## config.mk

```make
export PLATFORM = sky130hd
export DESIGN_NAME = base64url_stream_codec
export DESIGN_NICKNAME = d
export VERILOG_FILES = /design/src/sv/b64u_pkg.sv /design/src/sv/b64u_front.sv /design/src/sv/b64u_fifo.sv /design/src/sv/b64u_back.sv /design/src/sv/base64url_stream_codec.sv
export SDC_FILE = /design/constraint.sdc
export NUM_CORES = 1
export LEC_CHECK = 0
export ABC_AREA = 1
export BUFFER_PORTS_ARGS = -buffer_cell sky130_fd_sc_hd__buf_2
export CAP_MARGIN = 20
export CELL_PAD_IN_SITES_DETAIL_PLACEMENT = 1
export CELL_PAD_IN_SITES_GLOBAL_PLACEMENT = 1
export CORE_MARGIN = 4
export CORE_UTILIZATION = 35
export DETAILED_ROUTE_END_ITERATION = 10
export GPL_TIMING_DRIVEN = 0
export PLACE_DENSITY = 0.66
export REMOVE_ABC_BUFFERS = 1
export SKIP_LAST_GASP = 1
export SYNTH_ARGS = -nofsm -noshare
export SYNTH_HDL_FRONTEND = slang
export SYNTH_HIERARCHICAL = 1
export SYNTH_SLANG_ARGS = --single-unit
```

## constraint.sdc

```tcl
create_clock -name clk -period 6.34 [get_ports clk]
set_clock_uncertainty 0.2 [all_clocks]
set_input_delay 0.951 -clock clk [delete_from_list [all_inputs] [get_ports clk]]
set_output_delay 0.951 -clock clk [all_outputs]
set_load 0.01 [all_outputs]
```

## src/sv/b64u_pkg.sv

```systemverilog
// Shared types, constants and alphabet functions of the base64url stream codec.
package b64u_pkg;

    localparam int unsigned B64U_QDEPTH = 4;
    localparam int unsigned B64U_QPTR_W = $clog2(B64U_QDEPTH);
    localparam int unsigned B64U_QCNT_W = $clog2(B64U_QDEPTH + 1);

    localparam logic B64U_DIR_ENCODE = 1'b0;
    localparam logic B64U_DIR_DECODE = 1'b1;

    // One unit of work for the back end: up to four results.
    typedef struct packed {
        logic [23:0] group;   // encode: 24-bit group; decode: byte in [7:0]
        logic [1:0]  cnt_m1;  // number of results minus one
        logic        enc;     // 1: group holds sextets to map to characters
        logic        last;    // final result of this job closes the stream
        logic        err;     // decode failure result
    } b64u_job_t;

    typedef struct packed {
        logic       valid;
        logic [5:0] value;
    } b64u_sextet_t;

    function automatic logic [7:0] b64u_char(input logic [5:0] idx);
        logic [7:0] c;
        if (idx < 6'd26)
            c = 8'h41 + {2'b00, idx};
        else if (idx < 6'd52)
            c = 8'h61 + {2'b00, idx} - 8'd26;
        else if (idx < 6'd62)
            c = 8'h30 + {2'b00, idx} - 8'd52;
        else if (idx == 6'd62)
            c = 8'h2D;
        else
            c = 8'h5F;
        return c;
    endfunction

    function automatic b64u_sextet_t b64u_value(input logic [7:0] c);
        b64u_sextet_t s;
        s.valid = 1'b1;
        s.value = 6'd0;
        if (c >= 8'h41 && c <= 8'h5A)
            s.value = 6'(c - 8'h41);
        else if (c >= 8'h61 && c <= 8'h7A)
            s.value = 6'(c - 8'h61 + 8'd26);
        else if (c >= 8'h30 && c <= 8'h39)
            s.value = 6'(c - 8'h30 + 8'd52);
        else if (c == 8'h2D)
            s.value = 6'd62;
        else if (c == 8'h5F)
            s.value = 6'd63;
        else
            s.valid = 1'b0;
        return s;
    endfunction

endpackage

```

## src/sv/b64u_front.sv

```systemverilog
// Front end: accepts items, keeps stream state and turns items into jobs.
module b64u_front (
    input  logic                clk,
    input  logic                rst_n,
    input  logic                cfg_we,
    input  logic                cfg_wdata,
    input  logic                in_valid,
    input  logic [7:0]          in_byte,
    input  logic                in_last,
    output logic                in_ready,
    input  logic                q_full,
    output logic                push,
    output b64u_pkg::b64u_job_t job
);
    import b64u_pkg::*;

    logic         direction_reg, direction_next;
    logic [15:0]  held_bytes_reg, held_bytes_next;
    logic [1:0]   held_count_reg, held_count_next;
    logic [5:0]   bit_store_reg, bit_store_next;
    logic [2:0]   bit_count_reg, bit_count_next;
    logic [1:0]   char_phase_reg, char_phase_next;
    logic         discarding_reg, discarding_next;

    logic         accept;
    b64u_sextet_t sx;
    logic [11:0]  acc;
    logic [7:0]   dec_byte;
    logic         emit;
    logic [1:0]   phase_inc;

    assign in_ready = !q_full;
    assign accept   = in_valid && in_ready;
    assign sx       = b64u_value(in_byte);
    assign acc      = {bit_store_reg, sx.value};
    assign phase_inc = char_phase_reg + 2'd1;

    // Bits held are 0, 2, 4 or 6; a byte leaves once eight are present.
    always_comb
    begin
        emit           = 1'b1;
        dec_byte       = 8'd0;
        bit_store_next = 6'd0;
        bit_count_next = 3'd0;
        unique case (bit_count_reg)
            3'd2:
            begin
                dec_byte       = acc[7:0];
                bit_count_next = 3'd0;
            end
            3'd4:
            begin
                dec_byte       = acc[9:2];
                bit_store_next = {4'd0, acc[1:0]};
                bit_count_next = 3'd2;
            end
            3'd6:
            begin
                dec_byte       = acc[11:4];
                bit_store_next = {2'd0, acc[3:0]};
                bit_count_next = 3'd4;
            end
            default:
            begin
                emit           = 1'b0;
                bit_store_next = sx.value;
                bit_count_next = 3'd6;
            end
        endcase
    end

    always_comb
    begin
        direction_next  = direction_reg;
        held_bytes_next = held_bytes_reg;
        held_count_next = held_count_reg;
        char_phase_next = char_phase_reg;
        discarding_next = discarding_reg;
        push            = 1'b0;
        job.group       = 24'd0;
        job.cnt_m1      = 2'd0;
        job.enc         = 1'b0;
        job.last        = in_last;
        job.err         = 1'b0;

        if (cfg_we)
        begin
            direction_next  = cfg_wdata;
            held_bytes_next = 16'd0;
            held_count_next = 2'd0;
            char_phase_next = 2'd0;
            discarding_next = 1'b0;
        end
        else if (accept && direction_reg == B64U_DIR_ENCODE)
        begin
            job.enc = 1'b1;
            if (held_count_reg >= 2'd2)
            begin
                push            = 1'b1;
                job.group       = {held_bytes_reg, in_byte};
                job.cnt_m1      = 2'd3;
                held_bytes_next = 16'd0;
                held_count_next = 2'd0;
            end
            else if (!in_last)
            begin
                held_bytes_next = {held_bytes_reg[7:0], in_byte};
                held_count_next = held_count_reg + 2'd1;
            end
            else
            begin
                push = 1'b1;
                if (held_count_reg == 2'd0)
                begin
                    job.group  = {in_byte, 16'd0};
                    job.cnt_m1 = 2'd1;
                end
                else
                begin
                    job.group  = {held_bytes_reg[7:0], in_byte, 8'd0};
                    job.cnt_m1 = 2'd2;
                end
                held_bytes_next = 16'd0;
                held_count_next = 2'd0;
            end
        end
        else if (accept)
        begin
            if (discarding_reg)
            begin
                if (in_last)
                begin
                    discarding_next = 1'b0;
                    char_phase_next = 2'd0;
                end
            end
            else if (!sx.valid)
            begin
                push            = 1'b1;
                job.last        = 1'b1;
                job.err         = 1'b1;
                char_phase_next = 2'd0;
                discarding_next = !in_last;
            end
            else if (in_last)
            begin
                push            = 1'b1;
                job.err         = (phase_inc == 2'd1) || !emit;
                job.group       = {16'd0, job.err ? 8'd0 : dec_byte};
                char_phase_next = 2'd0;
            end
            else
            begin
                push            = emit;
                job.group       = {16'd0, dec_byte};
                char_phase_next = phase_inc;
            end
        end
    end

    logic dec_clear;
    logic dec_keep;
    assign dec_clear = cfg_we ||
                       (accept && direction_reg == B64U_DIR_DECODE &&
                        (in_last || !sx.valid));
    assign dec_keep  = !accept || direction_reg != B64U_DIR_DECODE || discarding_reg;

    always_ff @(posedge clk or negedge rst_n)
    begin
        if (!rst_n)
        begin
            direction_reg  <= B64U_DIR_ENCODE;
            held_bytes_reg <= 16'd0;
            held_count_reg <= 2'd0;
            bit_store_reg  <= 6'd0;
            bit_count_reg  <= 3'd0;
            char_phase_reg <= 2'd0;
            discarding_reg <= 1'b0;
        end
        else
        begin
            direction_reg  <= direction_next;
            held_bytes_reg <= held_bytes_next;
            held_count_reg <= held_count_next;
            char_phase_reg <= char_phase_next;
            discarding_reg <= discarding_next;
            // Drop the bit store at stream end, on errors and on config writes.
            if (dec_clear)
            begin
                bit_store_reg <= 6'd0;
                bit_count_reg <= 3'd0;
            end
            else if (!dec_keep)
            begin
                bit_store_reg <= bit_store_next;
                bit_count_reg <= bit_count_next;
            end
        end
    end

endmodule

```

## src/sv/b64u_fifo.sv

```systemverilog
// Short job queue between the front and back ends.
module b64u_fifo (
    input  logic                clk,
    input  logic                rst_n,
    input  logic                push,
    input  b64u_pkg::b64u_job_t push_job,
    output logic                full,
    input  logic                pop,
    output logic                head_valid,
    output b64u_pkg::b64u_job_t head_job
);
    import b64u_pkg::*;

    b64u_job_t              mem_reg [B64U_QDEPTH];
    logic [B64U_QPTR_W-1:0] wr_ptr_reg, wr_ptr_next;
    logic [B64U_QPTR_W-1:0] rd_ptr_reg, rd_ptr_next;
    logic [B64U_QCNT_W-1:0] count_reg, count_next;
    logic                   do_push, do_pop;

    assign full       = count_reg == B64U_QCNT_W'(B64U_QDEPTH);
    assign head_valid = count_reg != '0;
    assign head_job   = mem_reg[rd_ptr_reg];
    assign do_push    = push && !full;
    assign do_pop     = pop && head_valid;

    always_comb
    begin
        wr_ptr_next = do_push ? wr_ptr_reg + 1'b1 : wr_ptr_reg;
        rd_ptr_next = do_pop ? rd_ptr_reg + 1'b1 : rd_ptr_reg;
        count_next  = count_reg;
        if (do_push && !do_pop)
            count_next = count_reg + 1'b1;
        else if (do_pop && !do_push)
            count_next = count_reg - 1'b1;
    end

    always_ff @(posedge clk or negedge rst_n)
    begin
        if (!rst_n)
        begin
            wr_ptr_reg <= '0;
            rd_ptr_reg <= '0;
            count_reg  <= '0;
        end
        else
        begin
            wr_ptr_reg <= wr_ptr_next;
            rd_ptr_reg <= rd_ptr_next;
            count_reg  <= count_next;
        end
    end

    always_ff @(posedge clk)
    begin
        if (do_push)
            mem_reg[wr_ptr_reg] <= push_job;
    end

endmodule

```

## src/sv/b64u_back.sv

```systemverilog
// Back end: walks each job into the output register, one result per cycle while the output is not stalled.
module b64u_back (
    input  logic                clk,
    input  logic                rst_n,
    input  logic                head_valid,
    input  b64u_pkg::b64u_job_t head_job,
    output logic                pop,
    output logic                out_valid,
    input  logic                out_ready,
    output logic [7:0]          out_byte,
    output logic                out_last,
    output logic [1:0]          out_flags
);
    import b64u_pkg::*;

    logic [1:0] idx_reg, idx_next;
    logic       valid_reg, valid_next;
    logic [7:0] byte_reg, byte_next;
    logic       last_reg, last_next;
    logic [1:0] flags_reg, flags_next;
    logic       load, final_res;
    logic [5:0] sextet;

    assign load      = head_valid && (!valid_reg || out_ready);
    assign final_res = idx_reg == head_job.cnt_m1;
    assign pop       = load && final_res;

    always_comb
    begin
        unique case (idx_reg)
            2'd0:    sextet = head_job.group[23:18];
            2'd1:    sextet = head_job.group[17:12];
            2'd2:    sextet = head_job.group[11:6];
            default: sextet = head_job.group[5:0];
        endcase
    end

    always_comb
    begin
        idx_next   = idx_reg;
        valid_next = valid_reg && !out_ready;
        byte_next  = byte_reg;
        last_next  = last_reg;
        flags_next = flags_reg;
        if (load)
        begin
            valid_next = 1'b1;
            byte_next  = head_job.enc ? b64u_char(sextet) : head_job.group[7:0];
            last_next  = head_job.last && final_res;
            // flags: error above has_data
            flags_next = {!head_job.enc && head_job.err,
                          head_job.enc || !head_job.err};
            idx_next   = final_res ? 2'd0 : idx_reg + 2'd1;
        end
    end

    always_ff @(posedge clk or negedge rst_n)
    begin
        if (!rst_n)
        begin
            idx_reg   <= 2'd0;
            valid_reg <= 1'b0;
        end
        else
        begin
            idx_reg   <= idx_next;
            valid_reg <= valid_next;
        end
    end

    always_ff @(posedge clk)
    begin
        byte_reg  <= byte_next;
        last_reg  <= last_next;
        flags_reg <= flags_next;
    end

    assign out_valid = valid_reg;
    assign out_byte  = byte_reg;
    assign out_last  = last_reg;
    assign out_flags = flags_reg;

endmodule

```

## src/sv/base64url_stream_codec.sv

```systemverilog
// Top level of the URL-safe base64 stream codec without padding.
//
//  channel  | direction | payload
//  s_axis   | in        | tdata: in_byte; tlast: in_last
//  m_axis   | out       | tdata: out_byte; tuser: has_data, error; tlast: out_last
//  cfg      | in        | cfg_wdata: direction (0 encode, 1 decode)
//
// An input request is taken whenever the four-entry job queue has room; each
// request yields zero to four results. The back end issues one result per
// cycle while the output is not stalled.
// Reset (rst_n low) empties the queue, clears stream state and selects encode.
// Output stalls fill the queue and then hold s_axis_tready low.
module base64url_stream_codec (
    input  logic       clk,
    input  logic       rst_n,
    input  logic       cfg_we,
    input  logic       cfg_wdata,
    input  logic       s_axis_tvalid,
    output logic       s_axis_tready,
    input  logic [7:0] s_axis_tdata,   // [7:0] in_byte
    input  logic       s_axis_tlast,
    output logic       m_axis_tvalid,
    input  logic       m_axis_tready,
    output logic [7:0] m_axis_tdata,   // [7:0] out_byte
    output logic [1:0] m_axis_tuser,   // [0] has_data, [1] error
    output logic       m_axis_tlast
);
    import b64u_pkg::*;

    b64u_job_t push_job;
    b64u_job_t head_job;
    logic      push, q_full, head_valid, pop;

    b64u_front u_front (
        .clk       (clk),
        .rst_n     (rst_n),
        .cfg_we    (cfg_we),
        .cfg_wdata (cfg_wdata),
        .in_valid  (s_axis_tvalid),
        .in_byte   (s_axis_tdata),
        .in_last   (s_axis_tlast),
        .in_ready  (s_axis_tready),
        .q_full    (q_full),
        .push      (push),
        .job       (push_job)
    );

    b64u_fifo u_fifo (
        .clk        (clk),
        .rst_n      (rst_n),
        .push       (push),
        .push_job   (push_job),
        .full       (q_full),
        .pop        (pop),
        .head_valid (head_valid),
        .head_job   (head_job)
    );

    b64u_back u_back (
        .clk        (clk),
        .rst_n      (rst_n),
        .head_valid (head_valid),
        .head_job   (head_job),
        .pop        (pop),
        .out_valid  (m_axis_tvalid),
        .out_ready  (m_axis_tready),
        .out_byte   (m_axis_tdata),
        .out_last   (m_axis_tlast),
        .out_flags  (m_axis_tuser)
    );

endmodule
```

== Word level (Yosys, flattened, before mapping) ==
Memory sizes are Yosys's and may differ from the RTL's.
Cells that the tools add are included.

* Register bits: 52
* Bits in writable memories: 116
* Input bits: 15
* Output and inout bits: 13
* Word-level logic and storage cells: 177
* Memories: 1

{| class="wikitable"
|+ Memory list
! memory !! words !! width !! read ports !! clocked after memory_dff !! wr ports !! line !! text
|-
| u_fifo.mem_reg || 4 || 29 || 1 || 0 || 1 || b64u_fifo.sv:14 || <nowiki>b64u_job_t mem_reg [B64U_QDEPTH];</nowiki>
|}

* Add/subtract/negate cells: 17
* Order comparisons: 10
* Equal/unequal tests: 14
* Muxes and demuxes: 76
* Bitwise operators: 1
* Reduce and logical (&&, ||, !) cells: 43

{| class="wikitable"
|+ Operators by type and width
! cell !! number
|-
| two-way mux 24 bit || 4
|-
| two-way mux 26 bit || 3
|-
| two-way mux 16 bit || 4
|-
| two-way mux 8 bit || 6
|-
| two-way mux 6 bit || 7
|-
| one-hot mux 6 bit (3 select lines) || 2
|-
| two-way mux 2 bit || 15
|-
| two-way mux 29 bit || 1
|-
| two-way mux 1 bit || 26
|-
| one-hot mux 8 bit (3 select lines) || 1
|-
| adder 7 x 6 -> 8 bit (first input constant) || 2
|-
| >= comparator 8 x 7 -> 1 bit (second input constant) || 2
|-
| <= comparator 8 x 7 -> 1 bit (second input constant) || 2
|-
| logical AND 1 bit || 16
|-
| two-way mux 3 bit || 5
|-
| < comparator 6 bit (second input constant) || 2
|-
| subtractor 6 bit (second input constant) || 2
|-
| zero test 1 bit || 11
|-
| adder 2 x 1 -> 2 bit (second input constant) || 5
|-
| == test 3 bit (second input constant) || 3
|-
| one-hot mux 3 bit (3 select lines) || 1
|-
| == test 8 x 6 -> 1 bit (second input constant) || 1
|-
| == test 8 x 7 -> 1 bit (second input constant) || 1
|-
| >= comparator 8 x 6 -> 1 bit (second input constant) || 1
|-
| other kinds (28) || 38
|}

== Depth between registers and ports, before layout ==
* Depth in word-level cells: 16
* Mapped depth: 23
* Gate-level depth less buffers: 22

== Hierarchy ==
The synthesis kept the hierarchy.

{| class="wikitable"
|+ By module, submodules not included
! module !! times used !! cells an instance !! area each (sq um) !! sequential area each (sq um)
|-
| b64u_fifo || 1 || 398 || 5126.2 || 3658.5
|-
| b64u_front || 1 || 396 || 2672.6 || 750.7
|-
| b64u_back || 1 || 163 || 1206.2 || 405.4
|}

== Worst setup path after synthesis ==
No wires, ideal clock.

* Kind: input to register
* From: input port s_axis_tdata[1]
* To: memory u_fifo/mem_reg[0][0] (netlist bit), enable pin
* Setup time: 0.415 ns
* Arrival: 3.599 ns
* Required time: 5.725 ns
* Path slack: 2.126 ns
* Stages: 15
* Buffers on the path: 1
* Path through: buf_2 -> inv_1 -> ha_1 -> inv_1 -> nand2_1 -> nand2_1 -> nand2_1 -> nand2_2 -> nand3_2 -> nand3b_4 -> nand3_1 -> nand3_1 -> nand2_1 -> nand2_1 -> nor2_1

* Cells in the longest elaborated chain, start to end: 14
* Elaborated cells on any way between the ends: 24
* Classes of those cells: 6 x order compare; 2 x eq/ne; 12 x mux; 4 x reduce/logical

{| class="wikitable"
|+ RTL lines
! what !! line !! text
|-
| start, declared || base64url_stream_codec.sv:20 || <nowiki>input logic [7:0] s_axis_tdata,</nowiki>
|-
| branches (longest 5 deep; another with >= comparator 8 x 6 -> 1 bit) || n/a ||
|-
| two-way mux 1 bit (*) || b64u_pkg.sv:44 || <nowiki>if (c >= 8'h41 && c <= 8'h5A)</nowiki>
|-
| two-way mux 1 bit (*) || b64u_front.sv:137 || <nowiki>else if (!sx.valid)</nowiki>
|-
| two-way mux 1 bit (*) || b64u_front.sv:129 || <nowiki>if (discarding_reg)</nowiki>
|-
| two-way mux 1 bit (*) || b64u_front.sv:127 || <nowiki>else if (accept)</nowiki>
|-
| two-way mux 1 bit (*) || b64u_front.sv:94 || <nowiki>else if (accept && direction_reg == B64U_DIR_ENCODE)</nowiki>
|-
| two-way mux 1 bit (*) || b64u_front.sv:86 || <nowiki>if (cfg_we)</nowiki>
|-
| named net push || base64url_stream_codec.sv:32 || <nowiki>logic push, q_full, head_valid, pop;</nowiki>
|-
| logical AND 1 bit (*) || b64u_fifo.sv:23 || <nowiki>assign do_push = push && !full;</nowiki>
|-
| two-way mux 1 bit (*) || b64u_fifo.sv:55 || <nowiki>if (do_push)</nowiki>
|-
| two-way mux 1 bit (implied by the code) (*) || b64u_fifo.sv:56 || <nowiki>mem_reg[wr_ptr_reg] <= push_job;</nowiki>
|-
| end, declared || b64u_fifo.sv:14 ||
|}

Mark *: on every way through the listed nets, which the timed path passes.

== Final worst setup path ==
* From: input port s_axis_tdata[1]
* To: register u_fifo.count_reg[2]

* Cells in the longest elaborated chain, start to end: 15
* Elaborated cells on any way between the ends: 27
* Classes of those cells: 6 x order compare; 2 x eq/ne; 11 x mux; 8 x reduce/logical

{| class="wikitable"
|+ RTL lines
! what !! line !! text
|-
| branches (longest 5 deep; another with >= comparator 8 x 6 -> 1 bit) || n/a ||
|-
| two-way mux 1 bit (*) || b64u_pkg.sv:44 ||
|-
| two-way mux 1 bit (*) || b64u_front.sv:137 ||
|-
| two-way mux 1 bit (*) || b64u_front.sv:129 ||
|-
| two-way mux 1 bit (*) || b64u_front.sv:127 ||
|-
| two-way mux 1 bit (*) || b64u_front.sv:94 ||
|-
| two-way mux 1 bit (*) || b64u_front.sv:86 ||
|-
| named net push || base64url_stream_codec.sv:32 ||
|-
| logical AND 1 bit (*) || b64u_fifo.sv:23 ||
|-
| named net u_fifo.do_push || b64u_fifo.sv:18 || <nowiki>logic do_push, do_pop;</nowiki>
|-
| zero test 1 bit || b64u_fifo.sv:33 || <nowiki>else if (do_pop && !do_push)</nowiki>
|-
| logical AND 1 bit || b64u_fifo.sv:33 ||
|-
| nonzero test 2 bit (no line) || n/a ||
|-
| end signal, assigned || b64u_fifo.sv:49 || <nowiki>count_reg <= count_next;</nowiki>
|-
| end, declared || b64u_fifo.sv:17 || <nowiki>logic [B64U_QCNT_W-1:0] count_reg, count_next;</nowiki>
|}

Marked as above.
A chain may end at the register's enable or synchronous reset.

==> results.md <==
- TNS Setup: 0 ns
- Number of port buffers: 27
- Outcome: complete, no violations
- GPL Wtd Cong: 0.827
- Cell area after synthesis: 9000 um^2
- Reg2Reg Setup Slack: 2.92 ns
- Leading cell types in the layout, fill and taps excluded: sky130_fd_sc_hd__nand2_1 (254), sky130_fd_sc_hd__inv_1 (138), sky130_fd_sc_hd__edfxtp_1 (127), sky130_fd_sc_hd__nor2_1 (55), sky130_fd_sc_hd__nand3_1 (52)
- Total number of placement rows: 58
- Max transition margin: 42.3%
- Post-detailed-routing wire length: 21900 um
- Combined buffer and inverter count along the critical path: 6
- Effective utilization at floorplan: 35.7%
- Total number of vias: 6567
- Residual DRC count: 0
- Depth of the CTS H-tree: 4
- HPWL after detailed placement: 15800 um
- Die extent in y: 168 um
- Boundary pin count: 28
- Largest net degree at the start of global routing: 90
- Cells traversed along the worst timing path: buf_2 -> inv_1 -> ha_1 -> inv_1 -> nand2_1 -> nand2_1 -> nand2_1 -> nand2_2 -> nand3_2 -> nand3b_4 -> nand3_1 -> nand3_1 -> nand2_1 -> nand2_1 -> inv_1 -> ha_1 -> inv_1 -> fa_1 -> inv_1 -> nand2_1 -> nand4_1 -> nand2_1
- Cell repeated most along the worst path: sky130_fd_sc_hd__nand2_1
- Std-Cell Core Area: 25300 um^2
- Main synth FF type: sky130_fd_sc_hd__edfxtp_1
- Synth-to-layout area growth: 12.6%
- Seq/Total Area, Yosys: 53.5%
- Pwr/cell area: 407 nW/um^2
- Number of antenna violations at the first check in global routing: 0
- Number of flip-flops under the largest register name: 116
- Type of the most critical hold path: primary input to asynchronous set/reset pin
- Portion of the clock cycle consumed by the worst path in the final layout: 61.5%
- Total Nets Final: 1021
- Hold violation count in the final report: 0
- Startpoint type of the worst setup path: primary input
- Unrepaired setup endpoints after global routing: false
- Distinct cell type count after synthesis: 47
- Clock Sink Count: 167
- Top cell type's share of synthesized area: 42.4%
- Cell type with the highest aggregate area in the netlist: sky130_fd_sc_hd__edfxtp_1
- Total track usage: 16.1%
- Worst-case vdd ir drop: 0.000184 V
- Max-slew violation count: 0
- Clock Latency Late Sink: 0.43 ns
- Main area contributors after synthesis: sky130_fd_sc_hd__edfxtp_1 (42%), sky130_fd_sc_hd__dfrtp_1 (11%), sky130_fd_sc_hd__nand2_1 (11%)
- Max Buffers Root-to-Sink: 2
- Count of synthesis-stage warnings from yosys: 6
- Number of antenna-violating nets in the routed design: 0
- Total iterations of the first detailed-routing run: 4
- Count of maximum capacitance violations: 0
- Largest stage delay on the critical path: 0.38 ns
- Register bit count reported by yosys: 167
- Count of mapped cells out of synthesis: 957
- Average detailed-routed wire length per instance: 16.6 um
- Final period demand of the worst path: 3.90 ns
- Initial drt markers: 301
- Family of cells with the greatest summed delay on the critical path: simple AND/OR/NAND/NOR gates
- Area of the die: 28400 um^2
- Slew at the pin closest to its max-slew limit: 0.861 ns
- Required time worst endpoint: 6.46 ns
- Peak clock frequency supported by timing: 257 MHz
- Number of hold buffers added after cts: 0
- Proportion of layout cells with a drive suffix above 1: 14.6%
- Number of buffers created by CTS: 17
- Cell at the slowest stage of the critical path: sky130_fd_sc_hd__fa_1
- Clock tree from TritonCTS: done
- Leak pwr: 4.34 nW
- Global-route wire length before repair: 36300 um
- Die extent in x: 168 um
- Share of flip-flops with an asynchronous set or reset: 24.0%
- Aggregate global routing overflow: 0
- Final setup violation count: 0
- Via/cell ratio: 4.97
- Clock transition at the registers of the reported paths: 0.07 ns
- Post-CTS resize count: 0
- Most common cell after layout, fill and taps aside: sky130_fd_sc_hd__nand2_1
- Cell at the root of the clock tree: sky130_fd_sc_hd__clkbuf_16
- Number of global-route vias before repair: 6862
- Critical-path maximum fanout: 11
- Setup Crit Path Kind: primary input to flop
- Antenna fix cells: 0
- Share of the core filled with cells: 40.2%
- Filler cells: 2913
- EDFF count, synth: 127
- Total setup buffers inserted after CTS: 0
- Critical Path Sink Type: flop
- Worst path arrival time: 4.01 ns
- Synthesized area per cell: 9.41 um^2
[cells in the mapped netlist (19+ instances only)]
cell type / count
sky130_fd_sc_hd__a21oi_1: 27
sky130_fd_sc_hd__dfrtp_1: 40
sky130_fd_sc_hd__edfxtp_1: 127
sky130_fd_sc_hd__ha_1: 27
sky130_fd_sc_hd__inv_1: 138
sky130_fd_sc_hd__nand2_1: 254
sky130_fd_sc_hd__nand3_1: 52
sky130_fd_sc_hd__nor2_1: 59
sky130_fd_sc_hd__o211ai_1: 41
sky130_fd_sc_hd__o211ai_2: 20
sky130_fd_sc_hd__o22ai_1: 19
[per-layer routing]
metal / track usage [%] / routed length (um)
met1: 21.0 / 10300
met2: 28.0 / 10800
met3: 2.75 / 506
met4: 3.63 / 252
met5: 0 / 0
[report_power, final]
| group | internal (mW) | switching (mW) | leakage (nW) |
|---|---|---|---|
| combinational | 0.563 | 1.15 | 2.37 |
| sequential | 1.35 | 0.0714 | 1.69 |
| clock | 0.521 | 0.472 | 0.283 |
[kinds of logic (layout without fill, tap and decap cells)]
family | count (synthesis) | count (layout) | synth area share, %
flops | 167 | 167 | 53.5
buf+inv | 185 | 219 | 8.52
simple gates | 406 | 406 | 19.3
compound gates | 161 | 161 | 13.8
fa+ha+maj | 28 | 28 | 3.97
xor+xnor | 10 | 10 | 0.973
[worst reg2reg max path, delay by kind of cell (launching register included)]
family,cells,cell delay [ns]
buffers and inverters,2,0.80
AND/OR/NAND/NOR,5,0.69
adder cells (fa/ha/maj),2,0.64
flip-flops,1,0.58
AO/OA/AOI/OAI,2,0.28
XOR/XNOR,1,0.12
[path summary, 6_finish.rpt]
check	from	endpoint	cells after the start
min reg2reg	u_fifo/count_reg[2]$_DFFE_PN0P_	u_fifo/count_reg[2]$_DFFE_PN0P_	2
min	rst_n	u_front/char_phase_reg[1]$_DFFE_PN0P_	1
max	s_axis_tdata[1]	u_fifo/count_reg[2]$_DFFE_PN0P_	22
min in group clk	u_fifo/count_reg[2]$_DFFE_PN0P_	u_fifo/count_reg[2]$_DFFE_PN0P_	2
max in group asynchronous	rst_n	u_front/held_bytes_reg[13]$_DFFE_PN0P_	2
max reg2reg	u_fifo/rd_ptr_reg[1]$_DFFE_PN0P_	u_fifo/count_reg[1]$_DFFE_PN0P_	12
[through the flow]
| stage | hold WS, ns | std cells | area [um^2] | worst slack, ns | power [mW] |
|---|---|---|---|---|---|
| 2_1_floorplan | 0.253 | 925 | 8810 | 2.26 | 2.64 |
| 3_3_place_gp | 0.275 | 1282 | 9360 | 0.514 | 3.07 |
| 3_5_place_dp | 0.292 | 1288 | 9550 | 1.98 | 3.17 |
| 4_1_cts | 0.308 | 1320 | 10100 | 2.42 | 4.18 |
| 5_1_grt | 0.283 | 1321 | 10100 | 2.02 | 4.45 |
| 6_report | 0.271 | 1321 | 10100 | 2.44 | 4.12 |
[layout make-up]
class                   instances  area [um^2]  area share, %
clock inverters                15          144           1.42
multi-input cells             605         3450           34.1
well taps                     330          413           4.07
repair buffers                 34          313           3.08
inverters                     153          578           5.70
flip-flops and latches        167         4810           47.5
clock buffers                  17          425           4.19
(Power assumes the default switching activity.)
